`src/design/bscf_div.sv`:
```
// Splits a bit offset into word address and bit position by reciprocal
// multiplication (exact for every offset below 2**OFF_W). No dependencies.
module bscf_div #(
    parameter int WORD_BITS = 32,
    parameter int OFF_W     = 12,
    parameter int AW        = 7
) (
    input  logic                           clk,
    input  logic                           load,
    input  logic [OFF_W-1:0]               off,
    output logic [AW-1:0]                  word,
    output logic [AW-1:0]                  word_q,
    output logic [$clog2(WORD_BITS)-1:0]   bit_pos
);
    localparam int BW = $clog2(WORD_BITS);
    localparam int K  = OFF_W + BW;
    localparam int M  = ((1 << K) + WORD_BITS - 1) / WORD_BITS;
    localparam int MW = $clog2(M + 1);
    localparam int PW = OFF_W + MW;

    logic [PW-1:0]    prod;
    logic [OFF_W-1:0] off_reg;
    logic [AW-1:0]    word_reg;
    logic [OFF_W-1:0] base;

    assign prod = PW'(off) * PW'(M);
    assign word = AW'(prod >> K);

    always_ff @(posedge clk)
    begin
        if (load)
        begin
            off_reg  <= off;
            word_reg <= word;
        end
    end

    // remainder is below WORD_BITS, so the low bits of the difference suffice
    assign base    = OFF_W'(OFF_W'(word_reg) * OFF_W'(WORD_BITS));
    assign bit_pos = BW'(off_reg - base);
    assign word_q  = word_reg;
endmodule

```
`config.mk`:
```
export PLATFORM = sky130hd
export DESIGN_NAME = bscf_div
export DESIGN_NICKNAME = d
export VERILOG_FILES = /design/src/design/bscf_div.sv
export SDC_FILE = /design/constraint.sdc
export NUM_CORES = 1
export LEC_CHECK = 0
export BUFFER_PORTS_ARGS = -buffer_cell sky130_fd_sc_hd__buf_2
export CAP_MARGIN = 20
export CORE_AREA = 2 2 39 41
export CTS_BUF_LIST = sky130_fd_sc_hd__clkbuf_16
export DETAILED_ROUTE_END_ITERATION = 7
export DIE_AREA = 0 0 41 43
export PLACE_DENSITY = 0.64
export SKIP_LAST_GASP = 1
export SLEW_MARGIN = 20
export SYNTH_ARGS = -nofsm -noshare
export SYNTH_HDL_FRONTEND = slang
export SYNTH_SLANG_ARGS = --single-unit
```
`constraint.sdc`:
```
create_clock -name clk -period 0.9 [get_ports clk]
set_clock_uncertainty 0.1 [all_clocks]
set_input_delay 0.09 -clock clk [delete_from_list [all_inputs] [get_ports clk]]
set_output_delay 0.09 -clock clk [all_outputs]
set_load 0.01 [all_outputs]
```
== Word level (Yosys, flattened, before mapping) ==
Index checks and enable logic that the tools add are counted.
Cells by class
  add/sub/neg operators: 1
Operator list (number)
  5-bit by 1-bit subtractor with 5-bit output, second input constant: 1
Storage, ports and cells
  output and inout bits: 19
  register bits: 12
  logic and storage cells: 3
  input port bits: 14

== Depth between registers and ports, before layout ==
  depth after elaboration: 1
  depth in mapped cells: 1
  gate-level depth less buffers: 0

== Worst setup path after synthesis ==
No wires, ideal clock.
  kind: register -> output
  from: reg off_reg[0]
  to: out bit_pos[0]
  data required time: 0.710 ns
  buffers on the path: 0
  cell stages (with the launch flop): 1
  arrival time: 0.394 ns
  path slack: 0.316 ns
  path through: edfxtp_1
Between the ends
  word-level cells in the longest chain between the ends: 1
RTL lines
  from (decl): line 22  | logic [OFF_W-1:0] off_reg;
  from (signal assigned): line 33  | off_reg <= off;
  5-bit by 1-bit subtractor with 5-bit output: line 40  | assign bit_pos = BW'(off_reg - base);
  to (decl): line 13  | output logic [$clog2(WORD_BITS)-1:0] bit_pos
Every way passes these cells.

== Worst setup path after layout ==
  from: reg off_reg[4]
  to: out bit_pos[4]
Same word-level chain as after synthesis.

==> flow_summary_export.csv <==
group,metric,value,unit
synthesis,yosysUniqueCellTypes,2,
floorplanning,die-area,0.00176,mm²
sta,maxSlewHeadroom,82.9,%
worst_setup_path,required,0.71,ns
cells_and_area,final_nets,75,
drt,vias_per_cell,3.86,
drt,wl,741,µm
synthesis,synth_seq_area_share,87.3,%
sta,fmax,1080,MHz
floorplanning,rows,14,
sta,setup_viol,12,
run_status,status,"finished, violations left",
cells_and_area,largest_register_ffs,7,
global_routing,antenna_found_initial,0,
synthesis,syn-num-nets,33,
drt,drt_pass1_iterations,2,
global_routing,grt_pass1_vias,262,
clocking,cts_sinks,12,
hold_path,hp-class,"in2reg",
worst_setup_path,cp-end-kind,"output port",
sta,finalWorstSetupSlack,-0.0223,ns
sta,fin_hold_ws,0.138,ns
clocking,clk_pin_slew,0.04,ns
cells_and_area,final_cell_mix,"buf_2 (32), dlygate4sd3_1 (12), edfxtp_1 (12), clkbuf_16 (3), clkinv_1 (1)",
floorplanning,die_w,41,µm
cells_and_area,area_delta_synth_final,79.1,%
global_routing,grt_max_degree,13,
cells_and_area,n_fill_cell,123,
cells_and_area,drive_gt1_share,58.3,%
worst_setup_path,path_cells,"buf_2",
worst_setup_path,crit_fanout,1,
synthesis,syn_area,413,µm²
hold_path,min_path_cells,1,
placed_design,io_buffers,32,
floorplanning,initial_core_util,29.8,%
global_routing,grt_util_met1,7.24,%
floorplanning,io_pins,33,
synthesis,ys_ff_latch,12,
global_routing,grt_pass1_wl,993,µm
sta,drv_slew,0,
global_routing,grt_use_met2,14.1,%
worst_setup_path,startpoint_type,"flip-flop",
worst_setup_path,crit_buf_inv,1,
cells_and_area,final_common_cell,"buf_2",
drt,ant_nets,0,
hold_path,min_to,"word_q[4]",
placed_design,preCtsSetupSlack,0.124,ns
clocking,clockRootBuffer,"clkbuf_16",
clocking,cts_tree,"done",
global_routing,gr-total-overflow,0,
power,power.density,2200,mW/mm²
global_routing,grt-busiest-layer,"met2",
worst_setup_path,critPathMaxStageDelay,0.36,ns
clocking,numCtsBuffers,3,
synthesis,ys_warn_count,0,
drt,wl_per_cell,9.75,µm
cells_and_area,diodes,0,
placed_design,dp_cells,60,
cells_and_area,multi_input_area,0,µm²
hold_path,min-delay-start,"load",
sta,worstMarginPinSlew,0.256,ns
cells_and_area,layout.cells.non_filler,76,
cells_and_area,comb.multi_input.count,0,
drt,via_count,293,
drt,route.detailed.drc,0,
floorplanning,coreArea,0.00138,mm²
worst_setup_path,critical_path_arrival,0.73,ns
sta,rsz0062_at_grt,"yes",
synthesis,postSynthAreaPerCell,21.7,µm²
synthesis,synth_cells,19,
global_routing,track_usage,8.92,%
clocking,htreeDepth,1,
sta,hold_viol_final,0,
placed_design,place_congestion,0.637,
clocking,clockBufferDepth,2,
worst_setup_path,crit_slowest_cell,"edfxtp_1",
sta,finalCriticalPeriod,0.922,ns
power,ir_drop,1050,µV
drt,drt-initial-drc-count,2,
run_status,violations,"negative setup slack",
sta,period_share,102,%
power,p_leak,0.332,nW
global_routing,use_met3,4.71,%
placed_design,place_area,541,µm²
worst_setup_path,worstSetupPathType,"reg2out",
sta,totalNegativeSetupSlack,-0.134,ns
worst_setup_path,cp_top_family,"flip-flops",
run,drv_cap,0,
floorplanning,die_h,43,µm
cells_and_area,final_area,739,µm²
cells_and_area,ff_latch_area,360,µm²
==> layer usage <==
layer / part of all wire [%] / up-vias
li1: - / 145
met4: 0 / 0
met1: 38 / 126
met5: 0 / -
met2: 48 / 22
met3: 14 / 0
==> metrics by stage <==
stage	power, W	util, %
floorplan	0.000744	-
global placement	0.000813	39.1
detailed placement	0.000815	39.1
CTS	0.00165	53.4
global route	0.00169	53.4
finish	0.00163	53.4
==> power breakdown <==
group          switching (W)  internal, W
logic              0.0000749    0.0000918
registers         0.00000767     0.000666
clock network       0.000206     0.000582
==> synth_stat cells <==
cell | instances | share of area, %
edfxtp_1 | 12 | 87
buf_4 | 7 | 13
==> final cells by class <==
type,instances,area share (%)
Sequential cell,12,48.7
Clock inverter,1,0.508
Clock buffer,3,10.2
Tap cell,16,2.71
Timing Repair Buffer,44,37.9
==> cells by family after synthesis <==
group / count (synthesis) / synth area share [%]
flops: 12 / 87.3
buf+inv: 7 / 12.7
==> repair_timing <==
action                                  4_1_cts  5_1_grt
endpoints found under the hold margin        12        0
hold buffers                                 12        0
resized for setup                             0        0
endpoints found under the setup margin       12       12
setup buffers                                 0        0
==> worst max-delay path by stage <==
stage,startpoint,to,slack (ns),depth (start not counted)
after floorplan,off_reg[0],bit_pos[0],0.32,0
after global placement,load,off_reg[0],0.15,1
after detailed placement,load,off_reg[2],0.12,1
after CTS,off_reg[4],bit_pos[4],-0.03,1
after global routing,off_reg[2],bit_pos[2],-0.07,1
final,off_reg[4],bit_pos[4],-0.02,1
Power figures use the tool's default switching activity.
