File: config.mk
export PLATFORM = sky130hd
export DESIGN_NAME = bscf_ram
export DESIGN_NICKNAME = d
export VERILOG_FILES = /design/src/design/bscf_ram.sv
export SDC_FILE = /design/constraint.sdc
export NUM_CORES = 2
export LEC_CHECK = 0
export BUFFER_PORTS_ARGS = -buffer_cell sky130_fd_sc_hd__buf_2
export CAP_MARGIN = 10
export CORE_ASPECT_RATIO = 0.6
export CORE_MARGIN = 2
export CORE_UTILIZATION = 35
export CTS_CLUSTER_SIZE = 12
export DETAILED_ROUTE_END_ITERATION = 6
export SYNTH_ARGS = -nofsm -noshare
export SYNTH_HDL_FRONTEND = slang
export SYNTH_SLANG_ARGS = --single-unit
File: constraint.sdc
create_clock -name clk -period 4.8 [get_ports clk]
set_input_delay 0.24 -clock clk [delete_from_list [all_inputs] [get_ports clk]]
set_output_delay 0.24 -clock clk [all_outputs]
set_load 0.005 [all_outputs]
File: src/design/bscf_ram.sv
// Generic single-port-write, single-port-read RAM with registered read data.
// No dependencies.
module bscf_ram #(
    parameter int WIDTH = 32,
    parameter int DEPTH = 128
) (
    input  logic                                        clk,
    input  logic                                        we,
    input  logic [((DEPTH > 1) ? $clog2(DEPTH) : 1)-1:0] waddr,
    input  logic [WIDTH-1:0]                            wdata,
    input  logic                                        re,
    input  logic [((DEPTH > 1) ? $clog2(DEPTH) : 1)-1:0] raddr,
    output logic [WIDTH-1:0]                            rdata
);
    logic [WIDTH-1:0] mem [DEPTH];
    logic [WIDTH-1:0] rdata_reg;

    always_ff @(posedge clk)
    begin
        if (we)
        begin
            mem[waddr] <= wdata;
        end
        if (re)
        begin
            rdata_reg <= mem[raddr];
        end
    end

    assign rdata = rdata_reg;
endmodule

**Word-level counts from Yosys, hierarchy flattened**

Memories as Yosys holds them, arrays and structs flattened. A register that Yosys moved wholly into a read port is not among the register bits.
Cells that the tools add are included.

- Bits in registers: 0
- Bits in writable memories: 4096
- Input port bits: 49
- Output and inout bits: 32
- Logic and storage cells: 3
- Memories kept: 1

- Multiplexer cells: 2

Memories:

| name | depth | bits a word | read ports | clocked after memory_dff | wr ports | RTL line | RTL |
|---|---|---|---|---|---|---|---|
| mem | 128 | 32 | 1 | 1 | 1 | 15 | `logic [WIDTH-1:0] mem [DEPTH];` |

Operator list:

| operator | number |
|---|---|
| $mux 1 | 2 |

**Longest topological paths before layout**

- Depth in word-level cells: 2
- Depth in mapped cells: 8
- Gate-level depth less buffers: 4

**Worst setup path before layout**

No wires, ideal clock.

- Path type: in2reg
- Start: input we
- End: memory mem[98][0] (enable)
- Setup time: 0.461 ns
- Arrival time: 3.018 ns
- Data required time: 4.339 ns
- Setup slack: 1.321 ns
- Cell stages on the path: 3
- Path buffers: 1
- Path through: clkbuf_1 > nand4_1 > nor3_1

- Cells in the longest elaborated chain, start to end: 2

Ends and longest elaborated chain:

| what | RTL line | RTL |
|---|---|---|
| from (decl) | 8 | `input logic we,` |
| $mux 1 | 20 | `if (we)` |
| $mux 1 (implied by the code) | 22 | `mem[waddr] <= wdata;` |
| to (decl) | 15 |  |

Every way passes these cells.

**Worst setup path after layout**

- Start: input waddr[3] in the netlist's numbering
- End: memory mem[108][17] (enable)

RTL lines:

| what | RTL line | RTL |
|---|---|---|
| from (decl) | 9 | `input logic [((DEPTH > 1) ? $clog2(DEPTH) : 1)-1:0] waddr,` |

No word-level cell before the write port.

==> flow_summary.yaml <==
setup_path:
  crit_type: "in -> reg"
  startpoint: "waddr[3]"
  slowest_stage: "nor2_4"
  endpoint_kind: "flip-flop"
  startpoint_type: "input pin"
  crit_arrival_ns: 3.94
  r2r_start: "mem[23][29]"
  crit_required_ns: 5.35
  slowest_delay_ns: 0.83
  crit_chain: "dlygate4sd3_1, buf_2, nor2b_1, nand3_1, nor2_4, buf_4"
  critPathMaxFanout: 13
grt:
  grt_use_total_pct: 19.7
  grt_max_degree: 129
  grt_pass1_wl_um: 614000
  grt_pass1_vias: 71713
  grt-ovfl-total: 0
  antenna_found_initial: 81
layout:
  largest_reg_flops: 4096
  nNetsFinal: 6544
  fin_util_pct: 40.0
  stdcell_area_um2: 178000
  layout_common_cells: "edfxtp_1, mux4_2, clkbuf_16, buf_4, nor2_4"
  drive_above_1_share_pct: 35.6
  area_growth_pct: 13.8
  nFillCells: 38204
  layout_commonest_cell: "edfxtp_1"
detailed_routing:
  first_pass_iters: 6
  drc: 0
  wire_per_inst_um: 36.1
  drt_iter0_markers: 12603
  dr_wl_met3_um: 66200
  top_layer: "met5"
  via_per_inst: 5.84
  wl_met2_um: 190000
  postRouteAntennaNets: 1
  finalWirelength_um: 453000
  wl_met1_um: 188000
  vias: 73280
timing:
  slew_headroom_pct: 11.1
  worst_pin_slew_ns: 1.33
  fmax_mhz: 295
  min_period_ns: 3.39
  finalClockSkew_ns: 0.111
  fin_tns_setup_ns: 0
  final_max_slew_viol_count: 0
  hold_viol: 0
  finalSetupViolCount: 0
  period_share_pct: 70.5
  rsz0062_at_grt: "false"
clock_network:
  cts_tree: "built"
  numCtsBuffers: 389
  post-cts-setup-buffers: 0
  cts-root-buf: "clkbuf_16"
  clock-sinks: 4128
  clock_latency_ns: 0.97
  cts_buffer_depth: 4
  htreeDepth: 5
  clkTransAtPathRegs_ns: 0.06
synthesis:
  synthArstFlopShare_pct: 0
  synth_fp_nets: 6039
  ys_types: 16
  syn_inst: 5990
  synth-edff-count: 4128
  ys_warn_count: 0
  ys_ff_latch: 4128
  ys_seq_area_share_pct: 79.2
  syn_area_um2: 157000
  avgSynthCellArea_um2: 26.1
  synth_ff_type: "edfxtp_1"
run_status:
  failed_checks: "antenna rules"
  status: "complete, but fails checks"
job:
  drv_cap: 0
hold_path:
  hold_start: "wdata[13]"
  min_path_type: "in -> reg"
floorplan:
  num_rows: 190
  ios: 81
  initial_core_util_pct: 35.1
  coreArea_um2: 446000
  die_w_um: 868
  die_y_um: 522
  die_area_um2: 453000
power_and_ir_drop:
  power_density_nw_per_um2: 400
  p_leak_nw: 53.4
  power_mw: 71.4
  vdd_drop_max_uv: 295
placed_design:
  numPortBuffers: 80
  place_area_um2: 168000
  dp_hpwl_um: 260000
  gp_congestion: 0.812
metal layers:
layer | vias to the layer above | global-route usage [%]
met1 | 40612 | 29.8
met2 | 4804 | 27.3
met5 | - | 0
met4 | 62 | 3.37
met3 | 591 | 7.52
li1 | 27211 | -
logic make-up after synthesis:
| kind of cell | count (synthesis) | share of synthesized area [%] |
|---|---|---|
| muxes | 1376 | 19.6 |
| DFF | 4128 | 79.2 |
| buffers and inverters | 316 | 0.837 |
| and+or+nand+nor | 170 | 0.445 |
final timing paths:
| kind | endpoint | slack, ns | cells after the start |
|---|---|---|---|
| setup / recovery | mem[108][17] | 1.41 | 6 |
| hold / removal | mem[84][13] | 0.01 | 1 |
| setup reg to reg | rdata[29] | 1.96 | 4 |
| hold reg to reg | rdata[10] | 1.19 | 4 |
worst max-delay path, delay by kind of cell:
kind	cells	cell delay (ns)
AND/OR/NAND/NOR	3	2.35
buffers and inverters	3	1.33
synthesized netlist by cell type (all sizes together), types with 2 or more instances:
cell | number | area share (%)
buf | 134 | 0.40
clkbuf | 182 | 0.44
edfxtp | 4128 | 79
mux2 | 32 | 0.23
mux4 | 1344 | 19
nand2 | 14 | 0.034
nand2b | 2 | 0.0080
nand3 | 12 | 0.038
nand4 | 3 | 0.012
nor2 | 122 | 0.29
nor2b | 7 | 0.028
nor3 | 9 | 0.029
report_power, final:
| group | leakage, nW | switching [mW] | internal (mW) |
|---|---|---|---|
| logic | 11.2 | 2.70 | 1.50 |
| clock network | 5.01 | 12.7 | 14.5 |
| registers | 37.1 | 0.107 | 39.9 |
repair_timing:
item,CTS,global route
hold buffers,27,0
endpoints found under the hold margin,996,0
endpoints found under the setup margin,0,0
gates resized for setup,0,0
per-stage QoR:
| stage | std cells | worst slack, ns | hold WS [ns] |
|---|---|---|---|
| floorplan | 5990 | 1.32 | 0.339 |
| global placement | 12029 | 0.915 | 0.578 |
| detailed placement | 12029 | 0.879 | 0.575 |
| CTS | 12497 | 1.55 | 0.00106 |
| global route | 12499 | 1.48 | 0.0292 |
| finish | 12543 | 1.41 | 0.0118 |
layout make-up:
cell class	count	area [µm²]	share of cell area (%)
sequential	4128	124000	69.5
multi-input combinational	1546	32300	18.1
clock buffer	416	9900	5.55
tap	5952	7450	4.18
timing repair buffer	430	4220	2.37
clock inverter	25	337	0.189
antenna	46	115	0.0646
No activity file was read; power rests on OpenSTA's default activity.
