**config.mk**
```make
export PLATFORM = sky130hd
export DESIGN_NAME = bscf_scan
export DESIGN_NICKNAME = d
export VERILOG_FILES = /design/src/design/bscf_scan.sv
export SDC_FILE = /design/constraint.sdc
export NUM_CORES = 1
export LEC_CHECK = 0
export BUFFER_PORTS_ARGS = -buffer_cell sky130_fd_sc_hd__buf_2
export CELL_PAD_IN_SITES_DETAIL_PLACEMENT = 1
export CELL_PAD_IN_SITES_GLOBAL_PLACEMENT = 1
export CORE_MARGIN = 4
export CORE_UTILIZATION = 40
export DETAILED_ROUTE_END_ITERATION = 16
export PLACE_DENSITY = 0.95
export SKIP_LAST_GASP = 1
export SYNTH_ARGS = -nofsm -noshare
export SYNTH_HDL_FRONTEND = slang
export SYNTH_SLANG_ARGS = --single-unit
```
**constraint.sdc**
```tcl
create_clock -name vclk -period 3.1
set_input_delay 0.155 -clock vclk [all_inputs]
set_output_delay 0.155 -clock vclk [all_outputs]
set_load 0.01 [all_outputs]
```
**src/design/bscf_scan.sv**
```systemverilog
// Finds the lowest bit of one map word that matches the wanted value, among
// the bits still inside the span. No dependencies.
module bscf_scan #(
    parameter int WORD_BITS = 32,
    parameter int SPAN_W    = 13
) (
    input  logic [WORD_BITS-1:0]          word,
    input  logic                          want,
    input  logic [SPAN_W-1:0]             rem,
    output logic                          hit,
    output logic [$clog2(WORD_BITS)-1:0]  pos
);
    localparam int BW = $clog2(WORD_BITS);

    logic [WORD_BITS-1:0] match;

    always_comb
    begin
        for (int b = 0; b < WORD_BITS; b++)
        begin
            match[b] = ((want ? word[b] : ~word[b]) == 1'b1) && (32'(b) < 32'(rem));
        end
    end

    always_comb
    begin
        pos = '0;
        for (int b = WORD_BITS - 1; b >= 0; b--)
        begin
            if (match[b])
            begin
                pos = BW'(b);
            end
        end
    end

    assign hit = |match;
endmodule

```
# Word level (Yosys, flattened, before mapping)
# Cells that the tools add are included.
[totals]
regBits = 0
out_inout_bits = 6
[classes]
magnitude_cmp = 32
mux = 64
n_bitwise = 32
reduce_logical = 33
[ops]
columns = ["operator", "n"]
rows = [
  ["$lt A5 B13 Y1 const A", 16],
  ["$mux W5", 32],
  ["$lt A4 B13 Y1 const A", 8],
  ["$lt A3 B13 Y1 const A", 4],
  ["$logic_and A1 B1 Y1", 32],
  ["$mux W1", 32],
  ["$not A1 Y1", 32],
  ["$reduce_or A32 Y1", 1],
  ["$lt A1 B13 Y1 const A", 2],
  ["$lt A2 B13 Y1 const A", 2],
]

# Depth between registers and ports, before layout
[depth]
ltp_word = 35
depth_mapped = 10
mapped_depth_nobuf = 7

# Least setup slack after synthesis
# OpenSTA, ideal clock, no wires.
[synth_timing]
path_kind = "input to output"
from = "input rem[5]"
to = "output hit"
t_arrival_ns = 2.140
path_slack_ns = 0.805
stages = 8
cell_sequence = "or4_4 -> buf_6 -> nor4_4 -> o21ai_1 -> and3_4 -> nor2b_4 -> nand2_2 -> or4_1"
[synth_via]
elab_chain_cells = 3
word_cells_on_any_way = 65
[synth_rtl]
columns = ["element", "line_no", "text"]
rows = [
  ["start, declared", "9", "input logic [SPAN_W-1:0] rem,"],
  ["$lt A1 B13 Y1 (tied with other cells)", "21", "match[b] = ((want ? word[b] : ~word[b]) == 1'b1) && (32'(b) < 32'(rem));"],
  ["$logic_and A1 B1 Y1", "21", ""],
  ["$reduce_or A32 Y1 *", "37", "assign hit = |match;"],
  ["end, declared", "10", "output logic hit,"],
]
# Mark *: on every way between the ends. The rest lies on a longest branch, timed or not.

# Worst setup path in the final report
[layout_timing]
from = "input rem[9]"
to = "output hit"
# The elaborated chain is that of the path after synthesis.

==> qor.csv <==
stage,metric,value,unit
routing,wl,6180,um
die,placementRows,23,
pwr,ir_drop,0.0606,mV
timing,fin_setup_tns,0,ns
placement,place_inst,350,
placement,gp_congestion,0.888,
die,start_util,41.3,%
run,maxCapViolCount,0,
pwr,clkPwrFrac,0,%
global_route,antenna_found_initial,0,
synth,synth.distinct_cells,61,
setup_path,arrival,2.61,ns
setup_path,critPathLaunchType,input pin,
pwr,swShare,60.0,%
timing,min_period,2.77,ns
finish,final_cell_area,0.00190,mm^2
timing,report.final.slew_viol_count,0,
finish,final_util,47.9,%
routing,drc_errors,0,
setup_path,worst-setup-path-type,in2out,
timing,rsz0062_at_grt,false,
global_route,grt_pass1_vias,2213,
global_route,grt-ovfl-total,0,
clocking,ctsResizeCount,0,
routing,antenna_left,0,
pwr,p_comb_share,100.0,%
setup_path,cp-end-kind,primary output,
pwr,p_sw,0.000141,W
synth,ys_seq_area_share,0,%
routing,dr.pass1.iters,4,
synth,synth_area_per_cell,6.27,um^2
die,ios,52,
setup_path,cp-startpoint,rem[9],
pwr,seq_power_share,0,%
finish,regArea,0,um^2
clocking,cts_hold_buf,0,
routing,vias,2192,
hold_path,min_from,word[2],
die,die_w,72.1,um
finish,nClkBuffers,0,
timing,setup_viol,0,
finish,final_cells,350,
setup_path,path_cells,buf_2 -> or4_1 -> nor2_1 -> buf_4 -> a21oi_1 -> o221a_2 -> nor2_1 -> nand2_1 -> or4_1 -> buf_2,
finish,area_growth,15.9,%
pwr,leakage,0.765,nW
placement,hpwl,5000,um
timing,worst_slew_pin_slew,0.898,ns
finish,diodes,0,
die,die-area,0.00519,mm^2
synth,syn_inst,262,
global_route,grt_max_degree,44,
pwr,power_density,124,mW/mm^2
placement,port_buffers,52,
global_route,grt_pass1_wl,10300,um
synth,yosys_warnings,0,
timing,hold_viol_final,0,
setup_path,crit_required,2.94,ns
setup_path,endpoint,hit,
die,coreArea,0.00397,mm^2
pwr,cellInternalPower,0.0000942,W
die,die_height,72.1,um
placement,dpl_cell_area,0.00190,mm^2
finish,drive_gt1_share,23.7,%
setup_path,cp_max_fo,11,
timing,min_period_over_period,89.3,%
finish,seq_cells,0,
setup_path,cpPeakStageDelay,0.72,ns
routing,wl_per_cell,17.7,um
setup_path,crit_slowest_cell,or4_1,
routing,vias_per_cell,6.26,
synth,synth.net_count,308,
timing,relSlewSlack,40.1,%
routing,drt_iter0_markers,225,
finish,nNetsFinal,348,
synth,syn_area,0.00164,mm^2
global_route,grt_usage,23.6,%
timing,fmaxAchievable,361,MHz
clocking,postCtsSetupBuffers,0,
hold_path,min_path_type,in2out,
status,status,finished clean,
## worst min-delay path by stage
stage | to | slack, ns | depth (start not counted)
floorplan | pos[0] | 0.61 | 4
global placement | pos[1] | 0.94 | 7
detailed placement | pos[1] | 0.95 | 7
CTS | pos[1] | 0.96 | 7
global route | pos[0] | 1.03 | 6
finish | pos[1] | 0.95 | 7
## area by class of cell
cell class,count,area [um^2]
Inverter,8,30.0
Multi-Input combinational cell,236,1520
Tap cell,50,62.6
Timing Repair Buffer,56,290
Fill cell,578,2070
## layout by cell type (no fill, tap or decap), types with 7 or more instances in the layout
cell type   n
buf_2      52
a21oi_1    25
nand2_1    23
nor2_1     22
o21ai_0    21
nand3_1    12
nand2b_1   11
xnor2_1     9
inv_1       8
nand4_1     7
## power groups by stage
stage          Combinational, W  Clock (W)  Sequential [W]
2_1_floorplan          0.000150          0               0
3_3_place_gp           0.000222          0               0
3_5_place_dp           0.000231          0               0
4_1_cts                0.000233          0               0
5_1_grt                0.000260          0               0
6_report               0.000235          0               0
## metal layers
layer	vias up	track usage, %	part of all wire (%)	wire (um)
li1	1077	-	-	-
met1	1034	31.6	44	2700
met2	74	42.9	49	3030
met3	7	0.970	6.3	390
met4	0	2.71	1.0	64
met5	-	0	0	0
## logic make-up after synthesis
logic type	share of synthesized area (%)
AO/OA/AOI/OAI	43.8
AND/OR/NAND/NOR	38.9
buffers and inverters	7.39
XOR/XNOR	8.00
multiplexers	1.83
## synthesized netlist by cell type, types with 6 or more instances
cell type	n	area (um^2)
a21oi_1	25	125
buf_2	7	35.0
clkbuf_1	8	30.0
inv_1	8	30.0
nand2_1	23	86.3
nand2b_1	11	68.8
nand3_1	12	60.1
nand4_1	7	43.8
nor2_1	22	82.6
nor3_1	6	30.0
o211ai_1	6	45.0
o21ai_0	21	105
xnor2_1	9	78.8
xor2_1	6	52.6
## worst max-delay path, delay by kind of cell
| kind | cells | cell delay (ns) |
|---|---|---|
| buffers and inverters | 3 | 0.46 |
| AO/OA/AOI/OAI | 2 | 0.38 |
| AND/OR/NAND/NOR | 5 | 1.59 |
## through the flow
stage	power [W]	hold WS, ns	setup WS, ns
3_5_place_dp	0.000231	0.951	0.328
5_1_grt	0.000260	1.03	0.203
3_3_place_gp	0.000222	0.944	0.422
2_1_floorplan	0.000150	0.606	0.805
6_report	0.000235	0.952	0.332
4_1_cts	0.000233	0.957	0.328
Note: power is estimated with default switching activity, not from simulation.
